File: config.mk
export PLATFORM = sky130hd
export DESIGN_NAME = halfword_byte_packer
export DESIGN_NICKNAME = d
export VERILOG_FILES = /design/src/sv/hbp_pkg.sv /design/src/sv/hbp_core.sv /design/src/sv/hbp_outbuf.sv /design/src/sv/halfword_byte_packer.sv
export SDC_FILE = /design/constraint.sdc
export NUM_CORES = 1
export LEC_CHECK = 0
export BUFFER_PORTS_ARGS = -buffer_cell sky130_fd_sc_hd__clkbuf_2
export CAP_MARGIN = 10
export CORE_AREA = 2 2 113 142
export DETAILED_ROUTE_END_ITERATION = 12
export DIE_AREA = 0 0 115 144
export PLACE_DENSITY = 0.57
export SLEW_MARGIN = 10
export SYNTH_ARGS = -nofsm -noshare
export SYNTH_HDL_FRONTEND = slang
export SYNTH_SLANG_ARGS = --single-unit
File: constraint.sdc
create_clock -name clk -period 5 [get_ports clk]
set_input_delay 0.25 -clock clk [delete_from_list [all_inputs] [get_ports clk]]
set_output_delay 0.25 -clock clk [all_outputs]
set_load 0.03 [all_outputs]
File: src/sv/hbp_pkg.sv
// Shared types and constants for the half-word / byte packer.
package hbp_pkg;

    localparam int unsigned HW_W     = 18;
    localparam int unsigned BYTE_W   = 8;
    localparam int unsigned PHASE_W  = 4;
    localparam int unsigned BEATS    = 3;
    localparam int unsigned COUNT_W  = 2;
    localparam int unsigned TDATA_W  = 24;

    // Group lengths: half-words per group when packing, bytes when unpacking.
    localparam logic [PHASE_W-1:0] PACK_GLEN_DOUBLE   = 4'd4;
    localparam logic [PHASE_W-1:0] PACK_GLEN_SINGLE   = 4'd2;
    localparam logic [PHASE_W-1:0] UNPACK_GLEN_DOUBLE = 4'd9;
    localparam logic [PHASE_W-1:0] UNPACK_GLEN_SINGLE = 4'd5;

    // Register indexes on the configuration port.
    localparam logic REG_FORMAT_SELECT = 1'b0;
    localparam logic REG_DIRECTION     = 1'b1;

    localparam logic FMT_DOUBLE = 1'b0;
    localparam logic FMT_SINGLE = 1'b1;
    localparam logic DIR_PACK   = 1'b0;
    localparam logic DIR_UNPACK = 1'b1;

    typedef struct packed {
        logic format_select;
        logic direction;
    } hbp_cfg_t;

    // Beats produced by one input item, beat[0] goes out first.
    typedef struct packed {
        logic [COUNT_W-1:0]          count;
        logic [BEATS-1:0][HW_W-1:0]  beat;
    } hbp_result_t;

endpackage

File: src/sv/hbp_core.sv
// Conversion logic with the group phase and residue registers.
module hbp_core
    import hbp_pkg::*;
(
    input  logic              clk,
    input  logic              rst_n,
    input  hbp_cfg_t          cfg,
    input  logic              clear,
    input  logic              accept,
    input  logic [HW_W-1:0]   value_in,
    input  logic              block_start,
    output hbp_result_t       result
);

    logic [PHASE_W-1:0] phase_reg, phase_next;
    logic [HW_W-1:0]    residue_reg, residue_next;

    logic [PHASE_W-1:0] p;
    logic [PHASE_W-1:0] p_inc;
    logic [PHASE_W-1:0] glen;
    logic [HW_W-1:0]    r;
    logic [HW_W-1:0]    w;
    logic [HW_W-1:0]    bx;
    logic [PHASE_W-1:0] new_phase;
    logic [HW_W-1:0]    new_residue;

    always_comb
    begin
        w           = value_in;
        bx          = {{(HW_W-BYTE_W){1'b0}}, value_in[BYTE_W-1:0]};
        p           = block_start ? '0 : phase_reg;
        r           = block_start ? '0 : residue_reg;
        result      = '0;
        new_phase   = phase_reg;
        new_residue = residue_reg;
        p_inc       = '0;

        if (cfg.direction == DIR_PACK)
        begin
            glen = (cfg.format_select == FMT_SINGLE) ? PACK_GLEN_SINGLE : PACK_GLEN_DOUBLE;
        end
        else
        begin
            glen = (cfg.format_select == FMT_SINGLE) ? UNPACK_GLEN_SINGLE
                                                     : UNPACK_GLEN_DOUBLE;
        end

        // A phase beyond the group restarts the group.
        if (p >= glen)
        begin
            p = '0;
            r = '0;
        end

        if (cfg.direction == DIR_PACK)
        begin
            if (p == 4'd0)
            begin
                result.count   = 2'd2;
                result.beat[0] = {10'b0, w[17:10]};
                result.beat[1] = {10'b0, w[9:2]};
                new_residue    = {16'b0, w[1:0]};
                new_phase      = 4'd1;
            end
            else if (cfg.format_select == FMT_SINGLE)
            begin
                result.count   = 2'd3;
                result.beat[0] = {10'b0, r[1:0], w[17:12]};
                result.beat[1] = {10'b0, w[11:4]};
                result.beat[2] = {14'b0, w[3:0]};
                new_residue    = '0;
                new_phase      = '0;
            end
            else
            begin
                case (p)
                    4'd1:
                    begin
                        result.count   = 2'd2;
                        result.beat[0] = {10'b0, r[1:0], w[17:12]};
                        result.beat[1] = {10'b0, w[11:4]};
                        new_residue    = {14'b0, w[3:0]};
                        new_phase      = 4'd2;
                    end
                    4'd2:
                    begin
                        result.count   = 2'd2;
                        result.beat[0] = {10'b0, r[3:0], w[17:14]};
                        result.beat[1] = {10'b0, w[13:6]};
                        new_residue    = {12'b0, w[5:0]};
                        new_phase      = 4'd3;
                    end
                    default:
                    begin
                        result.count   = 2'd3;
                        result.beat[0] = {10'b0, r[5:0], w[17:16]};
                        result.beat[1] = {10'b0, w[15:8]};
                        result.beat[2] = {10'b0, w[7:0]};
                        new_residue    = '0;
                        new_phase      = '0;
                    end
                endcase
            end
        end
        else
        begin
            case (p)
                4'd0: new_residue = bx << 10;
                4'd1: new_residue = r | (bx << 2);
                4'd2:
                begin
                    result.count   = 2'd1;
                    result.beat[0] = r | (bx >> 6);
                    new_residue    = (bx & 18'h0003F) << 12;
                end
                4'd3: new_residue = r | (bx << 4);
                4'd4:
                begin
                    result.count = 2'd1;
                    if (cfg.format_select == FMT_SINGLE)
                    begin
                        result.beat[0] = r | (bx & 18'h0000F);
                        new_residue    = '0;
                    end
                    else
                    begin
                        result.beat[0] = r | (bx >> 4);
                        new_residue    = (bx & 18'h0000F) << 14;
                    end
                end
                4'd5: new_residue = r | (bx << 6);
                4'd6:
                begin
                    result.count   = 2'd1;
                    result.beat[0] = r | (bx >> 2);
                    new_residue    = (bx & 18'h00003) << 16;
                end
                4'd7: new_residue = r | (bx << 8);
                default:
                begin
                    result.count   = 2'd1;
                    result.beat[0] = r | bx;
                    new_residue    = '0;
                end
            endcase
            p_inc     = p + 4'd1;
            new_phase = (p_inc >= glen) ? '0 : p_inc;
        end

        phase_next   = phase_reg;
        residue_next = residue_reg;
        if (clear)
        begin
            phase_next   = '0;
            residue_next = '0;
        end
        else if (accept)
        begin
            phase_next   = new_phase;
            residue_next = new_residue;
        end
    end

    always_ff @(posedge clk or negedge rst_n)
    begin
        if (!rst_n)
        begin
            phase_reg   <= '0;
            residue_reg <= '0;
        end
        else
        begin
            phase_reg   <= phase_next;
            residue_reg <= residue_next;
        end
    end

endmodule

File: src/sv/hbp_outbuf.sv
// Buffer that holds up to three result beats, one sent per cycle unless stalled.
module hbp_outbuf
    import hbp_pkg::*;
(
    input  logic                clk,
    input  logic                rst_n,
    input  logic                load,
    input  hbp_result_t         result,
    output logic                can_load,
    output logic                m_tvalid,
    input  logic                m_tready,
    output logic [HW_W-1:0]     m_value,
    output logic                m_tlast
);

    logic [COUNT_W-1:0]          cnt_reg, cnt_next;
    logic [BEATS-1:0][HW_W-1:0]  data_reg, data_next;
    logic                        pop;

    assign pop      = m_tvalid && m_tready;
    assign m_tvalid = (cnt_reg != '0);
    assign m_tlast  = (cnt_reg == 2'd1);
    assign m_value  = data_reg[0];
    // A new item may load when the buffer is empty or its final beat leaves now.
    assign can_load = (cnt_reg == '0) || (m_tlast && m_tready);

    always_comb
    begin
        cnt_next  = cnt_reg;
        data_next = data_reg;
        if (load)
        begin
            cnt_next  = result.count;
            data_next = result.beat;
        end
        else if (pop)
        begin
            cnt_next     = cnt_reg - 2'd1;
            data_next[0] = data_reg[1];
            data_next[1] = data_reg[2];
        end
    end

    always_ff @(posedge clk or negedge rst_n)
    begin
        if (!rst_n)
        begin
            cnt_reg <= '0;
        end
        else
        begin
            cnt_reg <= cnt_next;
        end
    end

    always_ff @(posedge clk)
    begin
        data_reg <= data_next;
    end

endmodule

File: src/sv/halfword_byte_packer.sv
// The first result beat of an item appears in the cycle after its input is taken.
// Packing turns a half-word into two bytes, three for one that closes a group; the
// single result port sends one byte per cycle from the result buffer while m_tready
// is high. Unpacking takes one byte per cycle while the result port is not stalled.
// Reset (rst_n, asynchronous, active low) clears both registers, phase, residue and
// the result buffer; a register write also clears phase and residue.
module halfword_byte_packer
    import hbp_pkg::*;
(
    input  logic                clk,
    input  logic                rst_n,
    input  logic                s_tvalid,
    output logic                s_tready,
    input  logic [TDATA_W-1:0]  s_tdata,   // [17:0] value_in, [23:18] zero
    input  logic                s_tuser,   // [0] block_start
    output logic                m_tvalid,
    input  logic                m_tready,
    output logic [TDATA_W-1:0]  m_tdata,   // [17:0] value_out, [23:18] zero
    output logic                m_tlast,
    input  logic                cfg_we,
    input  logic                cfg_index,
    input  logic                cfg_data
);

    hbp_cfg_t     cfg_reg, cfg_next;
    hbp_result_t  result;
    logic         accept;
    logic         can_load;
    logic [HW_W-1:0] m_value;

    assign s_tready = can_load;
    assign accept   = s_tvalid && s_tready;
    assign m_tdata  = {{(TDATA_W-HW_W){1'b0}}, m_value};

    always_comb
    begin
        cfg_next = cfg_reg;
        if (cfg_we)
        begin
            case (cfg_index)
                REG_FORMAT_SELECT: cfg_next.format_select = cfg_data;
                REG_DIRECTION:     cfg_next.direction     = cfg_data;
                default:           cfg_next = cfg_reg;
            endcase
        end
    end

    always_ff @(posedge clk or negedge rst_n)
    begin
        if (!rst_n)
        begin
            cfg_reg <= '0;
        end
        else
        begin
            cfg_reg <= cfg_next;
        end
    end

    hbp_core u_core (
        .clk         (clk),
        .rst_n       (rst_n),
        .cfg         (cfg_reg),
        .clear       (cfg_we),
        .accept      (accept),
        .value_in    (s_tdata[HW_W-1:0]),
        .block_start (s_tuser),
        .result      (result)
    );

    hbp_outbuf u_outbuf (
        .clk      (clk),
        .rst_n    (rst_n),
        .load     (accept),
        .result   (result),
        .can_load (can_load),
        .m_tvalid (m_tvalid),
        .m_tready (m_tready),
        .m_value  (m_value),
        .m_tlast  (m_tlast)
    );

    // A packed half-word always yields at least two bytes.
    assert property (@(posedge clk) disable iff (!rst_n)
        (accept && cfg_reg.direction == DIR_PACK) |=> (m_tvalid && !m_tlast))
        else $error("packed half-word did not start a multi-byte result");

    // A beat that is not the last of its item is followed by another one.
    assert property (@(posedge clk) disable iff (!rst_n)
        (m_tvalid && m_tready && !m_tlast) |=> m_tvalid)
        else $error("result run ended before its last beat");

    // No input beat is taken while more than one result beat is pending.
    assert property (@(posedge clk) disable iff (!rst_n)
        (m_tvalid && !m_tlast) |-> !s_tready)
        else $error("input accepted with result beats still pending");

endmodule

==> results of run 1 <==
-- timing repair --
item / in CTS / in global routing
endpoints found under the setup margin: 0 / 0
hold buffers: 1 / 0
buffers inserted: 0 / 0
hold endpoints to repair: 26 / 0
-- layout by cell type, fill, tap and decap left out, types with 3 or more instances in the layout --
master,n
clkbuf_2,46
nand2_1,34
edfxtp_1,34
o21ai_0,29
dfrtp_1,26
nor2_1,25
a22o_1,25
and2_1,23
a21oi_1,20
inv_1,18
a22oi_1,14
ha_1,13
nand3_1,12
buf_4,12
a31oi_1,10
a221o_1,9
clkbuf_16,9
a32oi_1,8
a21o_1,7
and3_1,7
nand2b_1,6
o211ai_1,6
a221oi_1,6
conb_1,6
a222oi_1,5
o22ai_1,4
a211o_1,4
nor3_1,4
a32o_1,4
nand4_1,4
mux2i_1,4
o21a_1,3
o31ai_1,3
or2_2,3
nor4_1,3
nor2b_1,3
-- cell type report --
class                           count  area, um2
Tap cell                          185        231
Timing Repair Buffer               59        330
Inverter                           19       71.3
Sequential cell                    60       1670
Multi-Input combinational cell    344       2410
Clock buffer                        9        225
Fill cell                        1610      10300
Clock inverter                      7       76.3
-- cell families after synthesis --
| group | Yosys count |
|---|---|
| buffers and inverters | 81 |
| xor gates and xnor gates | 1 |
| muxes | 5 |
| DFF | 60 |
| AOI/OAI and AO/OA | 182 |
| and+or+nand+nor | 136 |
| other | 1 |
| adders and majority gates | 14 |
-- routing by layer --
layer / up-vias / track usage, % / share of wire (%)
li1: 1847 / - / -
met1: 1977 / 19.6 / 38
met2: 212 / 30.3 / 51
met3: 59 / 3.19 / 7.0
met4: 0 / 9.19 / 4.6
met5: - / 0 / 0
-- worst paths after layout --
check / cells after the start / end / slack (ns) / start
max: 13 / u_core.residue_reg[4] / 0.65 / cfg_reg[1]
min: 2 / cfg_reg[0] / 0.17 / cfg_data
max reg2reg: 13 / u_core.residue_reg[4] / 0.65 / cfg_reg[1]
min reg2reg: 1 / u_core.residue_reg[11] / 0.50 / u_core.residue_reg[11]
max in group asynchronous: 2 / u_core.residue_reg[11] / 4.08 / rst_n
min in group asynchronous: 2 / u_outbuf.cnt_reg[1] / 0.49 / rst_n
-- critical path: stages, from the launching register on --
cell	delay, ns
dfrtp_1	0.37
inv_1	0.39
ha_1	0.24
inv_1	0.06
ha_1	0.40
o21ai_0	0.17
o21a_1	0.27
and2_1	0.20
inv_1	0.06
ha_1	0.54
o21a_1	0.65
a22oi_1	0.19
a2111o_1	0.47
a211oi_2	0.23
-- where the power goes --
part	total [mW]	switching, mW	internal, mW	leakage [nW]
Sequential	0.723	0.0477	0.675	0.683
Combinational	0.816	0.552	0.264	1.25
Clock	0.629	0.242	0.388	0.142
==> flow_metrics.tcl, run 1 <==
set metrics [dict create \
    outcome "finished clean" \
    grt_pass1_wl_mm 22.0 \
    p_per_area_nw_per_um2 433 \
    grt_pass1_vias 4057 \
    wl_mm 14.0 \
    cp-end-kind "flip-flop" \
    finalCritPeriodShare_pct 86.9 \
    synth.avg_cell_area_um2 9.33 \
    ant_nets 0 \
    crit_arrival_ns 4.60 \
    die_h_um 144 \
    fp.coreArea_um2 15300 \
    hold_path.class "in2reg" \
    dieArea_um2 16600 \
    hold_violations 0 \
    cts-resized-gates 0 \
    die_x_um 115 \
    critPathMaxFanout 14 \
    path_class "reg2reg" \
    utilization_pct 32.7 \
    async_reset_ff_share_pct 43.3 \
    yosysWarnings 0 \
    fin_hold_ws_ns 0.168 \
    setup_ws_ns 0.653 \
    syn_area_um2 4480 \
    ios 59 \
    synth_top_family_by_area "compound AO/OA/AOI/OAI gates" \
    yosys.area_share.xor_xnor_pct 0.196 \
    ys_seq_elements 60 \
    syn_to_final_growth_pct 12.0 \
    wl_per_cell_um 20.5 \
    fmax_ghz 0.230 \
    report.final.slew_viol_count 0 \
    netlist_top_cells_count "34 x edfxtp_1, 34 x nand2_1, 29 x o21ai_0" \
    post-place-ws_ns 0.748 \
    io_buffers 46 \
    rsz0062_at_grt "no" \
    grt_usage_pct 17.2 \
    cts_inserted_buffers 9 \
    grt_max_degree 28 \
    synth_adder_area_share_pct 3.86 \
    clkSlewWorstSetupHoldPaths_ns 0.06 \
    start_kind "flip-flop" \
    antenna_found_initial 0 \
    setup_violations 0 \
    clock_path_buffers 2 \
    cts_tree "built" \
    place_inst 666 \
    vdd_drop_max_mv 0.157 \
    viasPerCell 6.00 \
    dr.pass1.iters 5 \
    h-tree-depth 3 \
    stdcell_count 683 \
    cp.required_ns 5.25 \
    synth_ff_type "edfxtp_1" \
    num_antenna_cells 0 \
    synthSimpleGateAreaFrac_pct 16.4 \
    place.gp.congestion 0.902 \
    synth_top_cell_by_area "edfxtp_1" \
    setup_tns_ns 0 \
    cts_root_buffer "clkbuf_16" \
    drtIter0Drc 425 \
    hpwl_mm 9.85 \
    start_util_pct 29.2 \
    place_area_um2 4700 \
    grt_overflow 0 \
    p_leak_nw 2.07 \
    synth-compound-area-share_pct 31.7 \
    drc 0 \
    rows 51 \
    fin_worst_skew_ns 0.00609 \
    final_nets 538 \
    design_area_um2 5010 \
    tightest_slew_ns 1.12 \
    relSlewSlack_pct 25.0 \
    netlist_top_cells_area "edfxtp_1 23%, dfrtp_1 15%, a22o_1 4.9%" \
    synth_edf_count 34 \
    timing.final.crit_period_ns 4.35 \
    synth_top_area_share_pct 22.8 \
    yosysUniqueCellTypes 74 \
    power_mw 2.17 \
    vias 4095 \
    cap_violations 0 \
    syn_inst 480 \
    clk_latency_ns 0.34 \
    clock_sinks 60 \
    drive_gt1_share_pct 19.7 \
    synth-seq-area-share_pct 37.3 \
    muxShareOfSynthArea_pct 1.15 \
]
Power figures use the tool's default switching activity.
==> run 2: changes to the inputs <==
--- a/config.mk
+++ b/config.mk
@@ -7,10 +7,10 @@
 export LEC_CHECK = 0
 export BUFFER_PORTS_ARGS = -buffer_cell sky130_fd_sc_hd__clkbuf_2
 export CAP_MARGIN = 10
-export CORE_AREA = 2 2 113 142
+export CORE_AREA = 2 2 94 96
 export DETAILED_ROUTE_END_ITERATION = 12
-export DIE_AREA = 0 0 115 144
-export PLACE_DENSITY = 0.57
+export DIE_AREA = 0 0 96 98
+export PLACE_DENSITY = 0.86
 export SLEW_MARGIN = 10
 export SYNTH_ARGS = -nofsm -noshare
 export SYNTH_HDL_FRONTEND = slang
==> run 2 against run 1 <==
  * Wire length decreased by 9.5%
  * Maximum frequency grew 0.48%
  * Sequential share of layout area up 1.4 points
  * Cell count decreased by 12%
  * First-iteration DRC count increased by 36%
  * Largest cell class unchanged
==> flow_metrics.tcl, run 2 (synthesis results as in run 1) <==
set metrics [dict create \
    path_class "reg2reg" \
    clock_sinks 60 \
    viasPerCell 6.92 \
    report.final.slew_viol_count 0 \
    utilization_pct 56.9 \
    final_cell_mix "46 x clkbuf_2, 34 x nand2_1, 34 x edfxtp_1" \
    syn_to_final_growth_pct 7.52 \
    cap_violations 0 \
    critPathMaxFanout 27 \
    mostFrequentLayoutCell "clkbuf_2" \
    r2r_start "cfg_reg[1]" \
    start_kind "flip-flop" \
    cts_inserted_buffers 9 \
    timing.final.crit_period_ns 4.33 \
    fmax_ghz 0.231 \
    outcome "finished clean" \
    cts-resized-gates 0 \
    rsz0062_at_grt "no" \
    num_antenna_cells 0 \
    postCtsSetupBuffers 0 \
    p_leak_nw 2.02 \
    combPwrFrac_pct 40.1 \
    hold_path.class "in2reg" \
    hpwl_mm 8.59 \
    dr.pass1.iters 6 \
    netSwitchingFraction_pct 38.9 \
    p_per_area_nw_per_um2 420 \
    cp.required_ns 5.10 \
    cts_root_buffer "clkbuf_8" \
    p_int_mw 1.23 \
    grt_usage_pct 28.5 \
    place_area_um2 4590 \
    drive_gt1_share_pct 18.5 \
    grt_pass1_vias 3963 \
    power_switching_uw 786 \
    vias 4182 \
    clk_latency_ns 0.35 \
    die_x_um 96 \
    setup_violations 0 \
    clkSlewWorstSetupHoldPaths_ns 0.07 \
    setup_tns_ns 0 \
    tightest_slew_ns 1.18 \
    vdd_drop_max_mv 0.151 \
    n_fill_cell 743 \
    seq_area_um2 1670 \
    holdPathEnd "cfg_reg[0]" \
    post-place-ws_ns 0.831 \
    wl_mm 12.6 \
    ios 59 \
    design_area_um2 4810 \
    hold_violations 0 \
    ff2ff_path_depth 15 \
    r2r_end "u_outbuf.m_value[2]" \
    grt_pass1_wl_mm 20.8 \
    wl_per_cell_um 20.9 \
    finalCritPeriodShare_pct 86.5 \
    grt_overflow 0 \
    fin_hold_ws_ns 0.161 \
    final_nets 536 \
    place.gp.congestion 0.944 \
    cp-end-kind "flip-flop" \
    fp.coreArea_um2 8470 \
    ant_nets 0 \
    rows 34 \
    cts_tree "built" \
    fin_worst_skew_ns 0.0106 \
    relSlewSlack_pct 21.2 \
    power_frac_seq_pct 35.7 \
    die_h_um 98 \
    ff2ff_setup_slack_ns 0.67 \
    start_util_pct 52.9 \
    grt_max_degree 28 \
    clock_path_buffers 2 \
    drtIter0Drc 577 \
    setup_ws_ns 0.673 \
    antenna_found_initial 0 \
    whs_path_depth 2 \
    multi_input_area_um2 2410 \
    io_buffers 46 \
    h-tree-depth 3 \
    dieArea_um2 9410 \
    crit_arrival_ns 4.42 \
    min_from "cfg_data" \
    drc 0 \
    clkPwrFrac_pct 24.1 \
]
[run 2: cell types whose count changed in the layout (fill, tap and decap cells not counted)]
cell and delta:
inv_6 -1, clkbuf_8 +10, clkinvlp_4 -2, clkinv_2 -1, buf_4 -2, clkinv_4 -2, clkbuf_16 -9, bufinv_16 +1
clkbuf_1 +4
[run 2: stage by stage]
stage	cells	power, mW
after floorplan	485	1.37
after global placement	587	1.50
after detailed placement	587	1.52
after CTS	604	2.01
after global routing	604	2.12
final	604	2.02
[run 2: power groups by stage]
stage                     clock network (mW)  registers, mW  logic [mW]
final                                  0.488          0.722       0.811
after global placement                     0          0.725       0.776
after detailed placement                   0          0.731       0.794
after global routing                   0.509          0.734       0.880
after floorplan                            0          0.714       0.653
after CTS                              0.491          0.721       0.799
[run 2: routing by layer]
layer  track usage, %  share of wire, %  vias up
li1                 -                 -     1853
met1             36.6                38     1953
met2             44.0                47      300
met3             7.56                10       76
met4             14.3               4.5        0
met5                0                 0        -
[run 2: worst max path at each step]
stage                     slack (ns)                     to        from
after floorplan                 0.95    u_core.phase_reg[0]  cfg_reg[1]
after global placement          0.93    u_outbuf.m_value[2]  cfg_reg[1]
after detailed placement        0.83  u_core.residue_reg[4]  cfg_reg[1]
after CTS                       0.81  u_core.residue_reg[4]  cfg_reg[1]
after global routing            0.44    u_outbuf.m_value[2]  cfg_reg[1]
final                           0.67    u_outbuf.m_value[2]  cfg_reg[1]
[run 2: layout make-up]
cell class / instances / area share, %
clock buffer: 14 / 3.17
inverter: 19 / 1.48
tap: 108 / 2.81
sequential: 60 / 34.7
multi-input combinational: 344 / 50.0
clock inverter: 2 / 1.25
timing repair buffer: 57 / 6.55
[run 2: timing repair]
item,CTS,global route
hold buffers,1,0
hold endpoints to repair,26,0
endpoints found under the setup margin,0,0
[run 2: worst max-delay path, cell delays in order (launching register included)]
cell and delay, ns:
dfrtp_1 0.35, buf_4 0.33, ha_1 0.22, inv_1 0.05, ha_1 0.30, inv_1 0.20, o221a_2 0.27, o21a_1 0.29
nand2_1 0.14, inv_1 0.10, ha_1 0.56, o22ai_1 0.42, buf_4 0.28, a22oi_1 0.17, o22ai_1 0.10, a221o_1 0.30
==> run 3: changes to the inputs <==
--- a/config.mk
+++ b/config.mk
@@ -7,11 +7,12 @@
 export LEC_CHECK = 0
 export BUFFER_PORTS_ARGS = -buffer_cell sky130_fd_sc_hd__clkbuf_2
 export CAP_MARGIN = 10
-export CORE_AREA = 2 2 94 96
+export CORE_AREA = 2 2 99 101
 export DETAILED_ROUTE_END_ITERATION = 12
-export DIE_AREA = 0 0 96 98
-export PLACE_DENSITY = 0.86
+export DIE_AREA = 0 0 101 103
+export PLACE_DENSITY = 0.91
 export SLEW_MARGIN = 10
 export SYNTH_ARGS = -nofsm -noshare
 export SYNTH_HDL_FRONTEND = slang
+export SYNTH_HIERARCHICAL = 1
 export SYNTH_SLANG_ARGS = --single-unit
==> run 3 against run 2 <==
  * Register-to-register slack about the same
  * Area after synthesis is 22% higher
  * Die area rose by 11%
  * Sequential cell count up 20
  * Hold slack lost 0.016 ns
  * Cell count increased by 8.3%
  * Synthesized cell count up 9.6%
  * Global-route usage down 2.9 points
  * First-iteration DRC count up 23%
  * Critical endpoint is now u_outbuf/m_value[4]
  * Largest power group is now registers
  * Highest routed layer unchanged
==> flow_metrics.tcl, run 3 <==
set metrics [dict create \
    die_x_um 101 \
    utilization_pct 60.3 \
    place.gp.congestion 0.976 \
    p_per_area_nw_per_um2 440 \
    ff2ff_path_depth 17 \
    fmax_ghz 0.231 \
    design_area_um2 5700 \
    path_delay_family "compound AO/OA/AOI/OAI gates" \
    report.final.slew_viol_count 0 \
    wl_mm 12.9 \
    wl_per_cell_um 19.7 \
    synth_top_cell_by_area "edfxtp_1" \
    grt_overflow 0 \
    postCtsSetupBuffers 0 \
    ios 59 \
    whs_path_depth 2 \
    hpwl_mm 8.62 \
    clk_latency_ns 0.36 \
    io_buffers 46 \
    power_mw 2.51 \
    cts_root_buffer "clkbuf_8" \
    antenna_found_initial 0 \
    place_inst 637 \
    cpPeakStageDelay_ns 0.53 \
    cts_inserted_buffers 9 \
    outcome "finished clean" \
    place_area_um2 5490 \
    viasPerCell 6.67 \
    fin_worst_skew_ns 0.0171 \
    grt_usage_pct 25.6 \
    synth_edf_count 54 \
    path_class "reg2reg" \
    cap_violations 0 \
    min_from "cfg_data" \
    ys_seq_elements 80 \
    h-tree-depth 3 \
    ff2ff_setup_slack_ns 0.66 \
    r2r_end "u_outbuf/m_value[4]" \
    netlist_top_cells_count "54 x edfxtp_1, 44 x buf_4, 38 x mux2_2" \
    syn_to_final_growth_pct 4.31 \
    setup_tns_ns 0 \
    start_util_pct 57.8 \
    yosysMostFrequentCell "edfxtp_1" \
    seq_area_um2 2270 \
    grt_pass1_vias 4185 \
    yosysUniqueCellTypes 64 \
    grt_max_degree 63 \
    num_antenna_cells 0 \
    slowest_stage "and2_1" \
    n_fill_cell 771 \
    drive_gt1_share_pct 22.8 \
    clock_sinks 80 \
    crit_arrival_ns 4.56 \
    p_leak_nw 2.21 \
    setup_violations 0 \
    timing.final.crit_period_ns 4.34 \
    drc 0 \
    largest_register_ffs 36 \
    syn_area_um2 5460 \
    multi_input_area_um2 2730 \
    final_cell_mix "54 x edfxtp_1, 46 x clkbuf_2, 38 x mux2_2" \
    critPathMaxFanout 16 \
    cp.required_ns 5.22 \
    die_h_um 103 \
    final_nets 581 \
    synth_top_area_share_pct 29.7 \
    rsz0062_at_grt "no" \
    yosysWarnings 6 \
    hold_path.class "in2reg" \
    async_reset_ff_share_pct 32.5 \
    dieArea_um2 10400 \
    syn_inst 526 \
    fp.coreArea_um2 9460 \
    mostFrequentLayoutCell "edfxtp_1" \
    clock_path_buffers 2 \
    hold_violations 0 \
    dr.pass1.iters 6 \
    start_kind "flip-flop" \
    cp.buffers_inverters 4 \
    synth_ff_type "edfxtp_1" \
    vias 4362 \
    stdcell_count 654 \
    rows 36 \
    drtIter0Drc 711 \
    cts_tree "built" \
    cp_cell_sequence "inv_1 > ha_1 > inv_1 > ha_1 > and2_1 > a211oi_1 > o21a_1 > buf_4 > nand2_1 > inv_1 > ha_1 > and2_4 > and2_1 > a211o_1 > a311oi_1 > o32ai_1 > mux2_2" \
    grt_pass1_wl_mm 20.7 \
    relSlewSlack_pct 20.9 \
    vdd_drop_max_mv 0.438 \
    ant_nets 0 \
    synth.avg_cell_area_um2 10.4 \
    clkSlewWorstSetupHoldPaths_ns 0.09 \
    tightest_slew_ns 1.18 \
    synth-seq-area-share_pct 41.6 \
    finalCritPeriodShare_pct 86.8 \
    netlist_top_cells_area "edfxtp_1 30%, dfrtp_1 12%, mux2_2 7.8%" \
    holdPathEnd "cfg_reg[1]" \
    cp-end-kind "flip-flop" \
    r2r_start "cfg_reg[0]" \
]
-- run 3: logic make-up after synthesis --
family	synth area share [%]
XOR/XNOR	0.160
multiplexers	8.66
adder cells (fa/ha/maj)	3.21
buffers and inverters	10.1
AO/OA/AOI/OAI	22.8
other	0.137
flip-flops	41.6
AND/OR/NAND/NOR	13.4
-- run 3: cell type report --
type                       instances  area share, %
sequential                        80           39.9
inverter                          12          0.790
tap                              114           2.50
clock inverter                     7           1.38
clock buffer                       9           2.17
timing repair buffer              56           5.40
multi-input combinational        376           47.9
-- run 3: worst max path at each step --
| stage | start | end | slack (ns) | depth (start not counted) |
|---|---|---|---|---|
| global route | cfg_reg[0] | u_outbuf/m_value[7] | 0.44 | 17 |
| CTS | cfg_reg[0] | u_outbuf/m_value[7] | 0.74 | 17 |
| floorplan | cfg_reg[0] | u_outbuf/m_value[3] | 0.48 | 18 |
| global placement | cfg_reg[0] | u_outbuf/m_value[3] | 0.83 | 15 |
| detailed placement | cfg_reg[0] | u_outbuf/data_reg[25] | 0.78 | 14 |
| finish | cfg_reg[0] | u_outbuf/m_value[4] | 0.66 | 17 |
-- run 3: report_power, final --
part,switching (mW),internal [mW],leakage [nW],total (mW)
Clock,0.256,0.236,0.0977,0.492
Sequential,0.0599,0.991,0.879,1.05
Combinational,0.623,0.339,1.23,0.962
-- run 3: per-stage QoR --
stage | setup WS, ns | hold WS (ns)
6_report | 0.662 | 0.145
5_1_grt | 0.436 | 0.135
4_1_cts | 0.742 | 0.134
3_5_place_dp | 0.781 | 0.327
3_3_place_gp | 0.825 | 0.307
2_1_floorplan | 0.479 | -0.0456
-- run 3: routing by layer --
metal / share of wire (%) / track usage, % / routed length (um) / vias to the layer above
li1: - / - / - / 1966
met1: 39 / 33.7 / 5090 / 2055
met2: 46 / 40.8 / 5980 / 291
met3: 10 / 5.63 / 1350 / 50
met4: 3.7 / 11.9 / 478 / 0
met5: 0 / 0 / 0 / -
-- run 3: worst reg2reg max path: cells and delay by family, from the launching register on --
kind            cells  cell delay (ns)
fa+ha+maj           3             0.79
simple gates        4             1.00
flops               1             0.38
buf+inv             4             0.74
compound gates      5             1.07
mux                 1             0.22
-- run 3: timing repair --
item | CTS | global route
hold endpoints to repair | 26 | 0
hold buffers | 1 | 0
resized for setup | 0 | 0
setup endpoints to repair | 0 | 0
